<file path="config.mk">
export PLATFORM = sky130hd
export DESIGN_NAME = multicart_rom_ram_bank_mapper_flat
export DESIGN_NICKNAME = d
export VERILOG_FILES = /design/src/hdl/mrbm_pkg.sv /design/src/hdl/mrbm_if.sv /design/src/hdl/multicart_rom_ram_bank_mapper.sv /design/src/flat_wrapper.sv
export SDC_FILE = /design/constraint.sdc
export NUM_CORES = 1
export LEC_CHECK = 0
export ABC_AREA = 0
export BUFFER_PORTS_ARGS = -buffer_cell sky130_fd_sc_hd__buf_2
export CAP_MARGIN = 40
export CORE_UTILIZATION = 55
export CTS_CLUSTER_DIAMETER = 100
export DETAILED_ROUTE_END_ITERATION = 10
export GPL_TIMING_DRIVEN = 0
export PLACE_DENSITY = 0.8
export RECOVER_POWER = 100
export SKIP_CTS_REPAIR_TIMING = 1
export SYNTH_ARGS = -nofsm -noshare
export SYNTH_HDL_FRONTEND = slang
export SYNTH_SLANG_ARGS = --single-unit
</file>
<file path="constraint.sdc">
create_clock -name i_clk -period 3.1 [get_ports i_clk]
set_clock_uncertainty 0.2 [all_clocks]
set_input_delay 0.31 -clock i_clk [delete_from_list [all_inputs] [get_ports i_clk]]
set_output_delay 0.31 -clock i_clk [all_outputs]
set_load 0.05 [all_outputs]
</file>
<file path="src/hdl/mrbm_pkg.sv">
// Package for the cartridge ROM/RAM bank mapper: field widths, bank word types,
// access and register codes, and the mode flag record.
// No dependencies; every other file of the block depends on it.
package mrbm_pkg;

    localparam int ROM_W   = 23;  // ROM byte address width
    localparam int RAM_W   = 17;  // RAM bank offset width
    localparam int ADDR_W  = 16;  // CPU bus address width
    localparam int DATA_W  = 8;   // CPU bus data width
    localparam int PADDR_W = 4;   // three 32-bit registers at 0x0, 0x4, 0x8
    localparam int PDATA_W = 32;

    typedef logic [ROM_W-1:0]  t_rom;
    typedef logic [RAM_W-1:0]  t_ram;
    typedef logic [ADDR_W-1:0] t_addr;
    typedef logic [DATA_W-1:0] t_data;

    // Access kind
    localparam logic OP_READ  = 1'b0;
    localparam logic OP_WRITE = 1'b1;

    // Register window chosen by address[15:13]
    localparam logic [2:0] SEL_RAM_ENABLE = 3'd0;  // 0x0000-0x1FFF
    localparam logic [2:0] SEL_ROM_BANK   = 3'd1;  // 0x2000-0x3FFF
    localparam logic [2:0] SEL_RAM_BANK   = 3'd2;  // 0x4000-0x5FFF
    localparam logic [2:0] SEL_ROM_LOCK   = 3'd3;  // 0x6000-0x7FFF

    // Configuration register index (paddr[3:2])
    localparam logic [1:0] REG_TOP_BANK = 2'd0;
    localparam logic [1:0] REG_ROM_MASK = 2'd1;
    localparam logic [1:0] REG_RAM_PRES = 2'd2;

    localparam logic [3:0] RAM_ENABLE_KEY = 4'ha;

    typedef struct packed {
        logic mapped;
        logic lock;
        logic mux;
        logic mode;
        logic ramen;
    } t_flags;

    typedef struct packed {
        t_rom rom_address;
        logic rom_read_valid;
        t_ram ram_bank_offset;
        logic ram_enabled;
        logic is_mapped;
        logic bank_mode;
    } t_result;

endpackage

</file>
<file path="src/hdl/mrbm_if.sv">
// Valid/ready channel interfaces for the bank mapper: CPU access in, result out.
// Depends on mrbm_pkg for field widths.
interface mrbm_in_if;
    logic                        valid;
    logic                        ready;
    logic                        operation;
    logic [mrbm_pkg::ADDR_W-1:0] address;
    logic [mrbm_pkg::DATA_W-1:0] write_data;

    modport source (output valid, operation, address, write_data, input ready);
    modport sink   (input valid, operation, address, write_data, output ready);
endinterface

interface mrbm_out_if;
    logic                       valid;
    logic                       ready;
    logic [mrbm_pkg::ROM_W-1:0] rom_address;
    logic                       rom_read_valid;
    logic [mrbm_pkg::RAM_W-1:0] ram_bank_offset;
    logic                       ram_enabled;
    logic                       is_mapped;
    logic                       bank_mode;

    modport source (output valid, rom_address, rom_read_valid, ram_bank_offset,
                    ram_enabled, is_mapped, bank_mode, input ready);
    modport sink   (input valid, rom_address, rom_read_valid, ram_bank_offset,
                    ram_enabled, is_mapped, bank_mode, output ready);
endinterface

</file>
<file path="src/hdl/multicart_rom_ram_bank_mapper.sv">
// An accepted beat waits in the input register until its result is registered.
// Throughput: one access per cycle; set by the single decode/update stage between the
// input register and the result register, both of which advance while the sink takes beats.
// Reset (i_rst_n low, synchronous): both stages empty, bank selects and lock masks zero,
// upper window bank 0x4000, all mode flags clear, top bank 0, ROM mask 0x7FFFFF, no RAM.
module multicart_rom_ram_bank_mapper (
    input  logic                           i_clk,
    input  logic                           i_rst_n,
    // APB configuration port
    input  logic                           psel,
    input  logic                           penable,
    input  logic                           pwrite,
    input  logic [mrbm_pkg::PADDR_W-1:0]   paddr,
    input  logic [mrbm_pkg::PDATA_W-1:0]   pwdata,
    output logic [mrbm_pkg::PDATA_W-1:0]   prdata,
    output logic                           pready,
    // CPU access beats in, result beats out
    mrbm_in_if.sink                        i_in,
    mrbm_out_if.source                     o_out
);
    import mrbm_pkg::*;

    // ---------------- configuration registers ----------------
    t_rom r_top_bank;
    t_rom r_rom_mask;
    logic r_ram_present;

    logic cfg_wr;
    assign pready = 1'b1;
    assign cfg_wr = psel && penable && pwrite;

    always_ff @(posedge i_clk) begin
        if (!i_rst_n) begin
            r_top_bank    <= '0;
            r_rom_mask    <= '1;
            r_ram_present <= 1'b0;
        end else if (cfg_wr) begin
            unique case (paddr[3:2])
                REG_TOP_BANK: r_top_bank    <= pwdata[ROM_W-1:0];
                REG_ROM_MASK: r_rom_mask    <= pwdata[ROM_W-1:0];
                REG_RAM_PRES: r_ram_present <= pwdata[0];
                default:      ;
            endcase
        end
    end

    always_comb begin
        unique case (paddr[3:2])
            REG_TOP_BANK: prdata = {{(PDATA_W-ROM_W){1'b0}}, r_top_bank};
            REG_ROM_MASK: prdata = {{(PDATA_W-ROM_W){1'b0}}, r_rom_mask};
            REG_RAM_PRES: prdata = {{(PDATA_W-1){1'b0}}, r_ram_present};
            default:      prdata = '0;
        endcase
    end

    // ---------------- pipeline control ----------------
    // Stage 1 holds the accepted beat; it is decoded and applied to the mapper
    // state when the result register can take the outcome.
    logic  r_s1_valid;
    logic  r_s1_op;
    t_addr r_s1_addr;
    t_data r_s1_data;
    logic  r_out_valid;
    t_result r_res;

    logic out_free;   // result register empty or being emptied this cycle
    logic s1_go;      // stage 1 beat is processed this cycle
    logic in_fire;

    assign out_free   = !r_out_valid || o_out.ready;
    assign s1_go      = r_s1_valid && out_free;
    assign i_in.ready = !r_s1_valid || out_free;
    assign in_fire    = i_in.valid && i_in.ready;

    always_ff @(posedge i_clk) begin
        if (!i_rst_n) begin
            r_s1_valid  <= 1'b0;
            r_out_valid <= 1'b0;
        end else begin
            if (i_in.ready) r_s1_valid  <= i_in.valid;
            if (out_free)   r_out_valid <= r_s1_valid;
        end
    end

    always_ff @(posedge i_clk) begin
        if (in_fire) begin
            r_s1_op   <= i_in.operation;
            r_s1_addr <= i_in.address;
            r_s1_data <= i_in.write_data;
        end
    end

    // ---------------- mapper state ----------------
    t_rom   r_rom_sel;      // ROM bank select
    t_rom   r_upper_bank;   // bank seen by the upper ROM window
    t_ram   r_ram_sel;      // RAM bank select
    t_rom   r_rom_lock;     // ROM lock mask (bits frozen after mapping)
    t_ram   r_ram_lock;     // RAM lock mask
    t_ram   r_ram_out;      // RAM bank offset presented to the bus
    t_flags r_flags;

    t_rom   n_rom_sel;
    t_rom   n_upper_bank;
    t_ram   n_ram_sel;
    t_rom   n_rom_lock;
    t_ram   n_ram_lock;
    t_ram   n_ram_out;
    t_flags n_flags;
    t_result n_res;

    // In multiplex mode ROM select bits 19:18 stand in for RAM bank bits 14:13.
    function automatic t_ram mux_ram_bank(input t_ram ram_sel, input t_rom rom_sel,
                                          input logic mux);
        if (mux)
            return {ram_sel[16:15], rom_sel[19:18], 13'd0};
        return ram_sel;
    endfunction

    always_comb begin
        logic [6:0] lo_bank;
        logic [4:0] hi_bank;
        t_rom       nb_rom;
        t_ram       nb_ram;
        t_rom       rd_bank;

        n_rom_sel    = r_rom_sel;
        n_upper_bank = r_upper_bank;
        n_ram_sel    = r_ram_sel;
        n_rom_lock   = r_rom_lock;
        n_ram_lock   = r_ram_lock;
        n_ram_out    = r_ram_out;
        n_flags      = r_flags;
        lo_bank      = '0;
        hi_bank      = '0;
        nb_rom       = '0;
        nb_ram       = '0;
        rd_bank      = '0;
        n_res.rom_address    = '0;
        n_res.rom_read_valid = 1'b0;

        if (r_s1_op == OP_WRITE) begin
            unique case (r_s1_addr[15:13])
                SEL_RAM_ENABLE: begin
                    if (!r_flags.mapped) begin
                        n_ram_lock = {1'b1, r_s1_data[5:4], 14'd0};
                        if (r_s1_data[6]) n_flags.mapped = 1'b1;
                    end
                    if (r_ram_present) n_flags.ramen = (r_s1_data[3:0] == RAM_ENABLE_KEY);
                end
                SEL_ROM_BANK: begin
                    if (!r_flags.mapped) begin
                        // bank zero in the low five bits reads as bank one
                        lo_bank    = r_s1_data[6:0];
                        lo_bank[0] = lo_bank[0] | (r_s1_data[4:0] == 5'd0);
                        n_rom_sel  = {r_rom_sel[22:21], lo_bank, 14'd0};
                    end else begin
                        hi_bank   = (r_s1_data[4:0] == 5'd0) ? 5'd1 : r_s1_data[4:0];
                        nb_rom    = {4'd0, hi_bank, 14'd0};
                        n_rom_sel = (r_rom_sel & r_rom_lock) | (nb_rom & ~r_rom_lock);
                    end
                    n_upper_bank = n_rom_sel;
                end
                SEL_RAM_BANK: begin
                    if (!r_flags.mapped) begin
                        n_ram_sel    = {r_s1_data[3:0], 13'd0};
                        n_flags.lock = r_s1_data[6];
                    end else begin
                        nb_ram    = {2'd0, r_s1_data[1:0], 13'd0};
                        n_ram_sel = (r_ram_sel & r_ram_lock) | (nb_ram & ~r_ram_lock);
                    end
                    if (r_flags.mux)
                        nb_rom = {1'b0, r_rom_sel[21:20], n_ram_sel[14:13], r_rom_sel[17:13],
                                  13'd0};
                    else
                        nb_rom = r_rom_sel;
                    n_upper_bank = nb_rom & r_rom_mask;
                    if (r_ram_present)
                        n_ram_out = mux_ram_bank(n_ram_sel, r_rom_sel, r_flags.mux);
                end
                SEL_ROM_LOCK: begin
                    if (!r_flags.mapped) begin
                        n_rom_lock  = {3'b111, r_s1_data[5:2], 16'd0};
                        n_flags.mux = r_s1_data[6];
                    end
                    if (!r_flags.lock) n_flags.mode = r_s1_data[0];
                    if (r_ram_present)
                        n_ram_out = mux_ram_bank(r_ram_sel, r_rom_sel, n_flags.mux);
                end
                default: ;
            endcase
        end else if (!r_s1_addr[15]) begin
            // set-up mode reads the top bank; mapped reads follow the selects
            if (!r_s1_addr[14])
                rd_bank = r_flags.mapped ? (r_upper_bank & r_rom_lock) : r_top_bank;
            else
                rd_bank = r_flags.mapped ? r_upper_bank : (r_top_bank | (ROM_W)'(15'h4000));
            n_res.rom_address    = (rd_bank | {{(ROM_W-14){1'b0}}, r_s1_addr[13:0]})
                                   & r_rom_mask;
            n_res.rom_read_valid = 1'b1;
        end

        n_res.ram_bank_offset = n_ram_out;
        n_res.ram_enabled     = n_flags.ramen && r_ram_present;
        n_res.is_mapped       = n_flags.mapped;
        n_res.bank_mode       = n_flags.mode;
    end

    always_ff @(posedge i_clk) begin
        if (!i_rst_n) begin
            r_rom_sel    <= '0;
            r_upper_bank <= (ROM_W)'(15'h4000);
            r_ram_sel    <= '0;
            r_rom_lock   <= '0;
            r_ram_lock   <= '0;
            r_ram_out    <= '0;
            r_flags      <= '0;
        end else if (s1_go) begin
            r_rom_sel    <= n_rom_sel;
            r_upper_bank <= n_upper_bank;
            r_ram_sel    <= n_ram_sel;
            r_rom_lock   <= n_rom_lock;
            r_ram_lock   <= n_ram_lock;
            r_ram_out    <= n_ram_out;
            r_flags      <= n_flags;
        end
    end

    always_ff @(posedge i_clk) begin
        if (s1_go) r_res <= n_res;
    end

    assign o_out.valid           = r_out_valid;
    assign o_out.rom_address     = r_res.rom_address;
    assign o_out.rom_read_valid  = r_res.rom_read_valid;
    assign o_out.ram_bank_offset = r_res.ram_bank_offset;
    assign o_out.ram_enabled     = r_res.ram_enabled;
    assign o_out.is_mapped       = r_res.is_mapped;
    assign o_out.bank_mode       = r_res.bank_mode;

`ifndef NO_ASSERTIONS
    // leaving set-up mode is one-way
    a_mapped_sticky: assert property (@(posedge i_clk) disable iff (!i_rst_n)
        r_flags.mapped |=> r_flags.mapped)
        else $error("mapped flag cleared");

    // a held stage 1 beat is not dropped while the result register is blocked
    a_s1_held: assert property (@(posedge i_clk) disable iff (!i_rst_n)
        r_s1_valid && !out_free |=> r_s1_valid)
        else $error("stage 1 beat lost under stall");

    // no translated address leaves without a valid ROM read
    a_addr_zero: assert property (@(posedge i_clk) disable iff (!i_rst_n)
        r_out_valid && !r_res.rom_read_valid |-> r_res.rom_address == '0)
        else $error("rom_address set on a non-read beat");

    // RAM window reported enabled only with RAM fitted
    a_ramen_present: assert property (@(posedge i_clk) disable iff (!i_rst_n)
        r_out_valid && r_res.ram_enabled |-> r_ram_present)
        else $error("ram_enabled without RAM fitted");
`endif

endmodule

</file>
<file path="src/flat_wrapper.sv">
// flat-port wrapper written by rule: the top's interface ports become plain ports
module multicart_rom_ram_bank_mapper_flat import mrbm_pkg::*;
  (i_clk, i_rst_n, psel, penable, pwrite, paddr, pwdata, prdata, pready, i_in_valid, i_in_operation, i_in_address, i_in_write_data, i_in_ready, o_out_valid, o_out_rom_address, o_out_rom_read_valid, o_out_ram_bank_offset, o_out_ram_enabled, o_out_is_mapped, o_out_bank_mode, o_out_ready);
  mrbm_in_if i_in_i ();
  mrbm_out_if o_out_i ();
  input  logic i_clk;
  input  logic i_rst_n;
  input  logic psel;
  input  logic penable;
  input  logic pwrite;
  input  logic [mrbm_pkg::PADDR_W-1:0] paddr;
  input  logic [mrbm_pkg::PDATA_W-1:0] pwdata;
  output logic [mrbm_pkg::PDATA_W-1:0] prdata;
  output logic pready;
  input wire logic [$bits(i_in_i.valid)-1:0] i_in_valid;
  input wire logic [$bits(i_in_i.operation)-1:0] i_in_operation;
  input wire logic [$bits(i_in_i.address)-1:0] i_in_address;
  input wire logic [$bits(i_in_i.write_data)-1:0] i_in_write_data;
  output wire logic [$bits(i_in_i.ready)-1:0] i_in_ready;
  output wire logic [$bits(o_out_i.valid)-1:0] o_out_valid;
  output wire logic [$bits(o_out_i.rom_address)-1:0] o_out_rom_address;
  output wire logic [$bits(o_out_i.rom_read_valid)-1:0] o_out_rom_read_valid;
  output wire logic [$bits(o_out_i.ram_bank_offset)-1:0] o_out_ram_bank_offset;
  output wire logic [$bits(o_out_i.ram_enabled)-1:0] o_out_ram_enabled;
  output wire logic [$bits(o_out_i.is_mapped)-1:0] o_out_is_mapped;
  output wire logic [$bits(o_out_i.bank_mode)-1:0] o_out_bank_mode;
  input wire logic [$bits(o_out_i.ready)-1:0] o_out_ready;
  assign i_in_i.valid = i_in_valid;
  assign i_in_i.operation = i_in_operation;
  assign i_in_i.address = i_in_address;
  assign i_in_i.write_data = i_in_write_data;
  assign i_in_ready = i_in_i.ready;
  assign o_out_valid = o_out_i.valid;
  assign o_out_rom_address = o_out_i.rom_address;
  assign o_out_rom_read_valid = o_out_i.rom_read_valid;
  assign o_out_ram_bank_offset = o_out_i.ram_bank_offset;
  assign o_out_ram_enabled = o_out_i.ram_enabled;
  assign o_out_is_mapped = o_out_i.is_mapped;
  assign o_out_bank_mode = o_out_i.bank_mode;
  assign o_out_i.ready = o_out_ready;
  multicart_rom_ram_bank_mapper u_core (.i_clk(i_clk), .i_rst_n(i_rst_n), .psel(psel), .penable(penable), .pwrite(pwrite), .paddr(paddr), .pwdata(pwdata), .prdata(prdata), .pready(pready), .i_in(i_in_i), .o_out(o_out_i));
endmodule
</file>
==> results of run 1 <==
final cells by class:
type                       count  area, sq um
buffer                        55          249
clock buffer                  20          447
clock inverter                12          125
fill                         954         3670
inverter                      17         63.8
multi-input combinational    471         2690
sequential                   169         4060
tap                          172          215
timing repair buffer         174         1050
power groups by stage:
stage	combinational, W	clock (W)	sequential [W]
6_report	0.000548	0.00205	0.00242
3_5_place_dp	0.000513	0	0.00246
4_1_cts	0.000515	0.00207	0.00242
5_1_grt	0.000582	0.00217	0.00242
3_3_place_gp	0.000499	0	0.00246
2_1_floorplan	0.000263	0	0.00256
kinds of logic after synthesis:
logic type | share of synthesized area, %
xor gates and xnor gates | 0.124
buffers and inverters | 4.74
other | 0.106
muxes | 6.56
AOI/OAI and AO/OA | 11.0
DFF | 57.4
and+or+nand+nor | 20.0
per-layer routing:
layer  global-route usage [%]  wire, microns  share of wire (%)  up-vias
met4                     13.1            398                2.1        0
met1                     36.6           7920                 43     2861
li1                         -              -                  -     2804
met5                        0              0                  0        -
met3                     5.75           1350                7.3       35
met2                     46.3           8930                 48      284
stage by stage:
| stage | utilization [%] | area, sq um | worst slack (ns) | power (W) |
|---|---|---|---|---|
| detailed placement | 63.5 | 7980 | 0.945 | 0.00298 |
| floorplan | - | 7100 | 0.576 | 0.00282 |
| finish | 70.8 | 8900 | 0.563 | 0.00502 |
| global placement | 63.2 | 7940 | 0.260 | 0.00296 |
| CTS | 68.0 | 8550 | 0.938 | 0.00500 |
| global route | 70.8 | 8900 | 0.448 | 0.00517 |
path summary, 6_finish.rpt:
| check | startpoint | to | slack [ns] | cells past startpoint |
|---|---|---|---|---|
| hold / removal | o_out_ready | u_core.r_s1_valid | 0.12 | 4 |
| setup reg to reg | u_core.r_s1_addr[13] | u_core.o_out.ram_bank_offset[13] | 0.56 | 5 |
| hold reg to reg | u_core.r_ram_lock[16] | u_core.r_ram_lock[16] | 0.25 | 2 |
| setup / recovery | u_core.r_s1_addr[13] | u_core.o_out.ram_bank_offset[13] | 0.56 | 5 |
flip-flops by register name (all words and copies together) (netlist names), 7 cells and up:
| signal | cells |
|---|---|
| u_core.r_ram_out | 17 |
| u_core.r_s1_data | 7 |
| u_core.r_upper_bank | 9 |
| u_core.o_out.rom_address | 23 |
| u_core.o_out.ram_bank_offset | 17 |
| u_core.r_top_bank | 23 |
| u_core.r_s1_addr | 16 |
| u_core.r_rom_sel | 9 |
| u_core.r_rom_mask | 23 |
worst max-delay path, delay by kind of cell (launching register included):
family	cells	cell delay (ns)
multiplexers	1	0.33
AND/OR/NAND/NOR	1	0.25
flip-flops	1	0.36
buffers and inverters	2	0.89
AO/OA/AOI/OAI	1	0.26
synth_stat cells, types with 2 or more instances:
cell       instances
nor3b_1            5
a32oi_1            3
a41o_1             2
nor3_1             3
o21ai_1            4
nand2_1          134
and2_1            30
o21a_1             2
conb_1             2
dfxtp_1          101
mux2_2             2
inv_1             17
o21ai_0           22
and4_1             2
mux2i_1           43
o211ai_1           8
nor2b_1           18
nand3_1           29
a221oi_1           2
o211a_1            4
nand4_1            3
a21oi_1           31
edfxtp_1          68
a21boi_1          21
o2111ai_1          2
and3_1             9
nor2_1            49
buf_4             10
clkbuf_1          27
buf_2             16
a22oi_1            3
a21boi_0           5
nand2b_1           3
==> impl_metrics.ini, run 1 <==
[status]
status = finished clean

[clocking]
cts.clk_slew.worst_paths_ns = 0.06
numCtsBuffers = 17
cts_tree = done
htree_levels = 4
clkSinkCount = 169
clockRootBuffer = clkbuf_16
clk_latency_ns = 0.43
clockBufferDepth = 2

[sta]
fmax_mhz = 394
period_needed_ns = 2.54
period_share_pct = 81.8
rsz0062_at_grt = false
hold_violations = 0
fin_setup_tns_ns = 0
maxSlewViolCount = 0
tightest_slew_ns = 0.738
setup_viol = 0
relSlewSlack_pct = 50.5
hold_slack_ns = 0.117

[detailed_routing]
via_per_inst = 5.49
drtIter0Drc = 569
drc = 0
wl_microns = 18600
routedWlPerCell_microns = 17.1
antenna_left = 0
num_vias = 5984
dr.pass1.iters = 5

[die]
core_area_sq_um = 12600
start_util_pct = 56.3
fp.dieW_microns = 115
ioPinCount = 147
rows = 41
die_area_sq_um = 13300
die_h_microns = 115

[placed_design]
place_inst = 1010
dp_hpwl_microns = 12900
gp_congestion = 0.880
numPortBuffers = 124

[finish]
final_cell_mix = nand2_1 (134), clkbuf_1 (114), dfxtp_1 (101)
antenna_cells = 0
syn_to_final_growth_pct = 25.8
nNetsFinal = 973
drive_above_1_share_pct = 11.3
final_common_cell = nand2_1
final_cell_count_no_fill = 1090

[power_and_ir_drop]
power_leakage_nw = 3.53
peakVddDrop_v = 0.000376
pwr-share-clk_pct = 40.9
pwr-share-seq_pct = 48.2
powerDensity_nw_per_um2 = 564
power.internal_w = 0.00375
power.switching_w = 0.00127
swShare_pct = 25.4
comb_power_share_pct = 10.9

[global_routing]
grt_max_degree = 37
antenna_found_initial = 0
grt_pass1_vias = 5677
globalRouteOverflowTotal = 0
grt_pass1_wl_microns = 28200
grt_util_all_layers_pct = 28.4

[logic_synthesis]
ys_seq_area_share_pct = 57.4
yosysTopAreaCellShare_pct = 28.9
netlist_instances = 704
ys_ff_latch = 169
yosys_warnings = 0
synth_cell_types = 57
synth.avg_cell_area_sq_um = 10.0
synth_edf_count = 68
async_flop_share_pct = 0
netlist_area_sq_um = 7070
yosysTopAreaCell = edfxtp_1
ys.flop_type = dfxtp_1
synthTopCellsByArea = edfxtp_1 (29%), dfxtp_1 (29%), nand2_1 (7.1%)

[worst_setup_path]
crit_top_cell = clkbuf_1
critPathMaxStageDelay_ns = 0.47
cp-start-kind = flop
cp.required_ns = 3.08
slowest_stage = clkbuf_1
path_cells = clkbuf_1 > or3b_1 > clkbuf_1 > o32ai_1 > mux2_1
worstPathArrival_ns = 2.51
crit_fanout = 10
end_kind = flop
crit_type = reg -> reg

[run]
cap_violations = 0

[worst_hold_path]
hp-class = in -> reg
No activity file was read; power rests on OpenSTA's default activity.
==> inputs of run 2 (changes only) <==
clock period = 2.5 ns   (was 3.1 ns; I/O delays follow)
==> run 2 against run 1 <==
Against the previous run:
- combinational power rose by 25%
- non-clock buffer count fell by 1
- wire length rose by 1.1%
- die area did not move
- sequential share of layout area fell by 0.13 points
- critical path type is now reg -> out
- critical endpoint is now prdata[0]
==> impl_metrics.ini, run 2 (synthesized netlist as in run 1, its figures left out) <==
[status]
status = finished clean

[clocking]
clkSinkCount = 169
cts_tree = done
htree_levels = 4
clockBufferDepth = 2
clk_latency_ns = 0.43
clockRootBuffer = clkbuf_16
numCtsBuffers = 17
cts.clk_slew.worst_paths_ns = 0.06

[detailed_routing]
wl_microns = 18800
via_per_inst = 5.49
drtIter0Drc = 563
dr.pass1.iters = 5
routedWlPerCell_microns = 17.3
antenna_left = 0
drc = 0
num_vias = 5976

[placed_design]
gp_congestion = 0.898
place_inst = 1009
numPortBuffers = 124
dp_hpwl_microns = 12700
place_ws_ns = 0.366

[worst_setup_path]
cp-start-kind = flop
crit_fanout = 5
slowest_stage = clkbuf_1
worstPathArrival_ns = 1.85
critPathMaxStageDelay_ns = 0.52
path_cells = mux2i_1 > o21ai_0 > clkbuf_1
crit_type = reg -> out
cp.required_ns = 2.05
end_kind = output pin

[sta]
fmax_mhz = 434
relSlewSlack_pct = 43.4
period_needed_ns = 2.30
setup_viol = 0
fin_ws_ns = 0.197
maxSlewViolCount = 0
tightest_slew_ns = 0.848
period_share_pct = 92.1
hold_violations = 0
rsz0062_at_grt = false

[finish]
fillers = 959
final_common_cell = nand2_1
final_cell_count_no_fill = 1088
drive_above_1_share_pct = 12.6
antenna_cells = 0
syn_to_final_growth_pct = 26.2
nNetsFinal = 972
final_cell_mix = nand2_1 (134), clkbuf_1 (104), dfxtp_1 (101)

[die]
start_util_pct = 56.3
rows = 41
die_area_sq_um = 13300
core_area_sq_um = 12600
ioPinCount = 147
fp.dieW_microns = 115
die_h_microns = 115

[global_routing]
grt_pass1_vias = 5452
antenna_found_initial = 0
grt_max_degree = 39
grt_util_all_layers_pct = 28.1
grt_pass1_wl_microns = 27900
globalRouteOverflowTotal = 0

[worst_hold_path]
hp-class = in -> reg

[power_and_ir_drop]
power_leakage_nw = 3.57
powerDensity_nw_per_um2 = 707
peakVddDrop_v = 0.000373

[run]
cap_violations = 0
## run 2: path summary, 6_finish.rpt
| check | cells past startpoint | start | endpoint | slack, ns |
|---|---|---|---|---|
| max | 3 | u_core.r_ram_present | prdata[0] | 0.20 |
| min | 4 | o_out_ready | u_core.r_s1_valid | 0.06 |
| max reg2reg | 5 | u_core.r_s1_addr[14] | u_core.o_out.ram_enabled | 0.25 |
| min reg2reg | 2 | u_core.r_rom_sel[21] | u_core.r_rom_sel[21] | 0.24 |
## run 2: report_power, final
group	internal [W]	switching (W)
logic	0.000204	0.000482
clock network	0.00160	0.00103
registers	0.00295	0.0000463
## run 2: per-stage QoR
stage	util [%]	power (W)	instance area, sq um	setup TNS [ns]	hold WS [ns]
floorplan	-	0.00350	7110	0	0.149
global placement	63.2	0.00368	7940	-13.77	0.221
detailed placement	63.3	0.00369	7960	0	0.225
CTS	68.1	0.00627	8550	0	-0.212
global route	71.0	0.00648	8930	0	0.0701
finish	71.0	0.00632	8930	0	0.0616
## run 2: metal layers
| metal | up-vias | GRT usage [%] | part of all wire, % |
|---|---|---|---|
| met5 | - | 0 | 0 |
| met4 | 0 | 13.1 | 2.5 |
| met3 | 46 | 5.65 | 8.5 |
| met2 | 327 | 44.8 | 47 |
| met1 | 2799 | 37.1 | 42 |
| li1 | 2804 | - | - |
## run 2: cell type report
cell class | instances | area (sq um) | share of cell area (%)
clock inverters | 7 | 90.1 | 1.01
well taps | 172 | 215 | 2.41
repair buffers | 173 | 1040 | 11.6
clock buffers | 24 | 503 | 5.63
plain buffers | 55 | 255 | 2.86
inverters | 17 | 63.8 | 0.715
flip-flops and latches | 169 | 4060 | 45.5
multi-input cells | 471 | 2700 | 30.2
## run 2: critical path: cells and delay by family, from the launching register on
kind | cells | cell delay [ns]
buffers and inverters | 1 | 0.52
DFF | 1 | 0.49
AOI/OAI and AO/OA | 1 | 0.30
muxes | 1 | 0.12
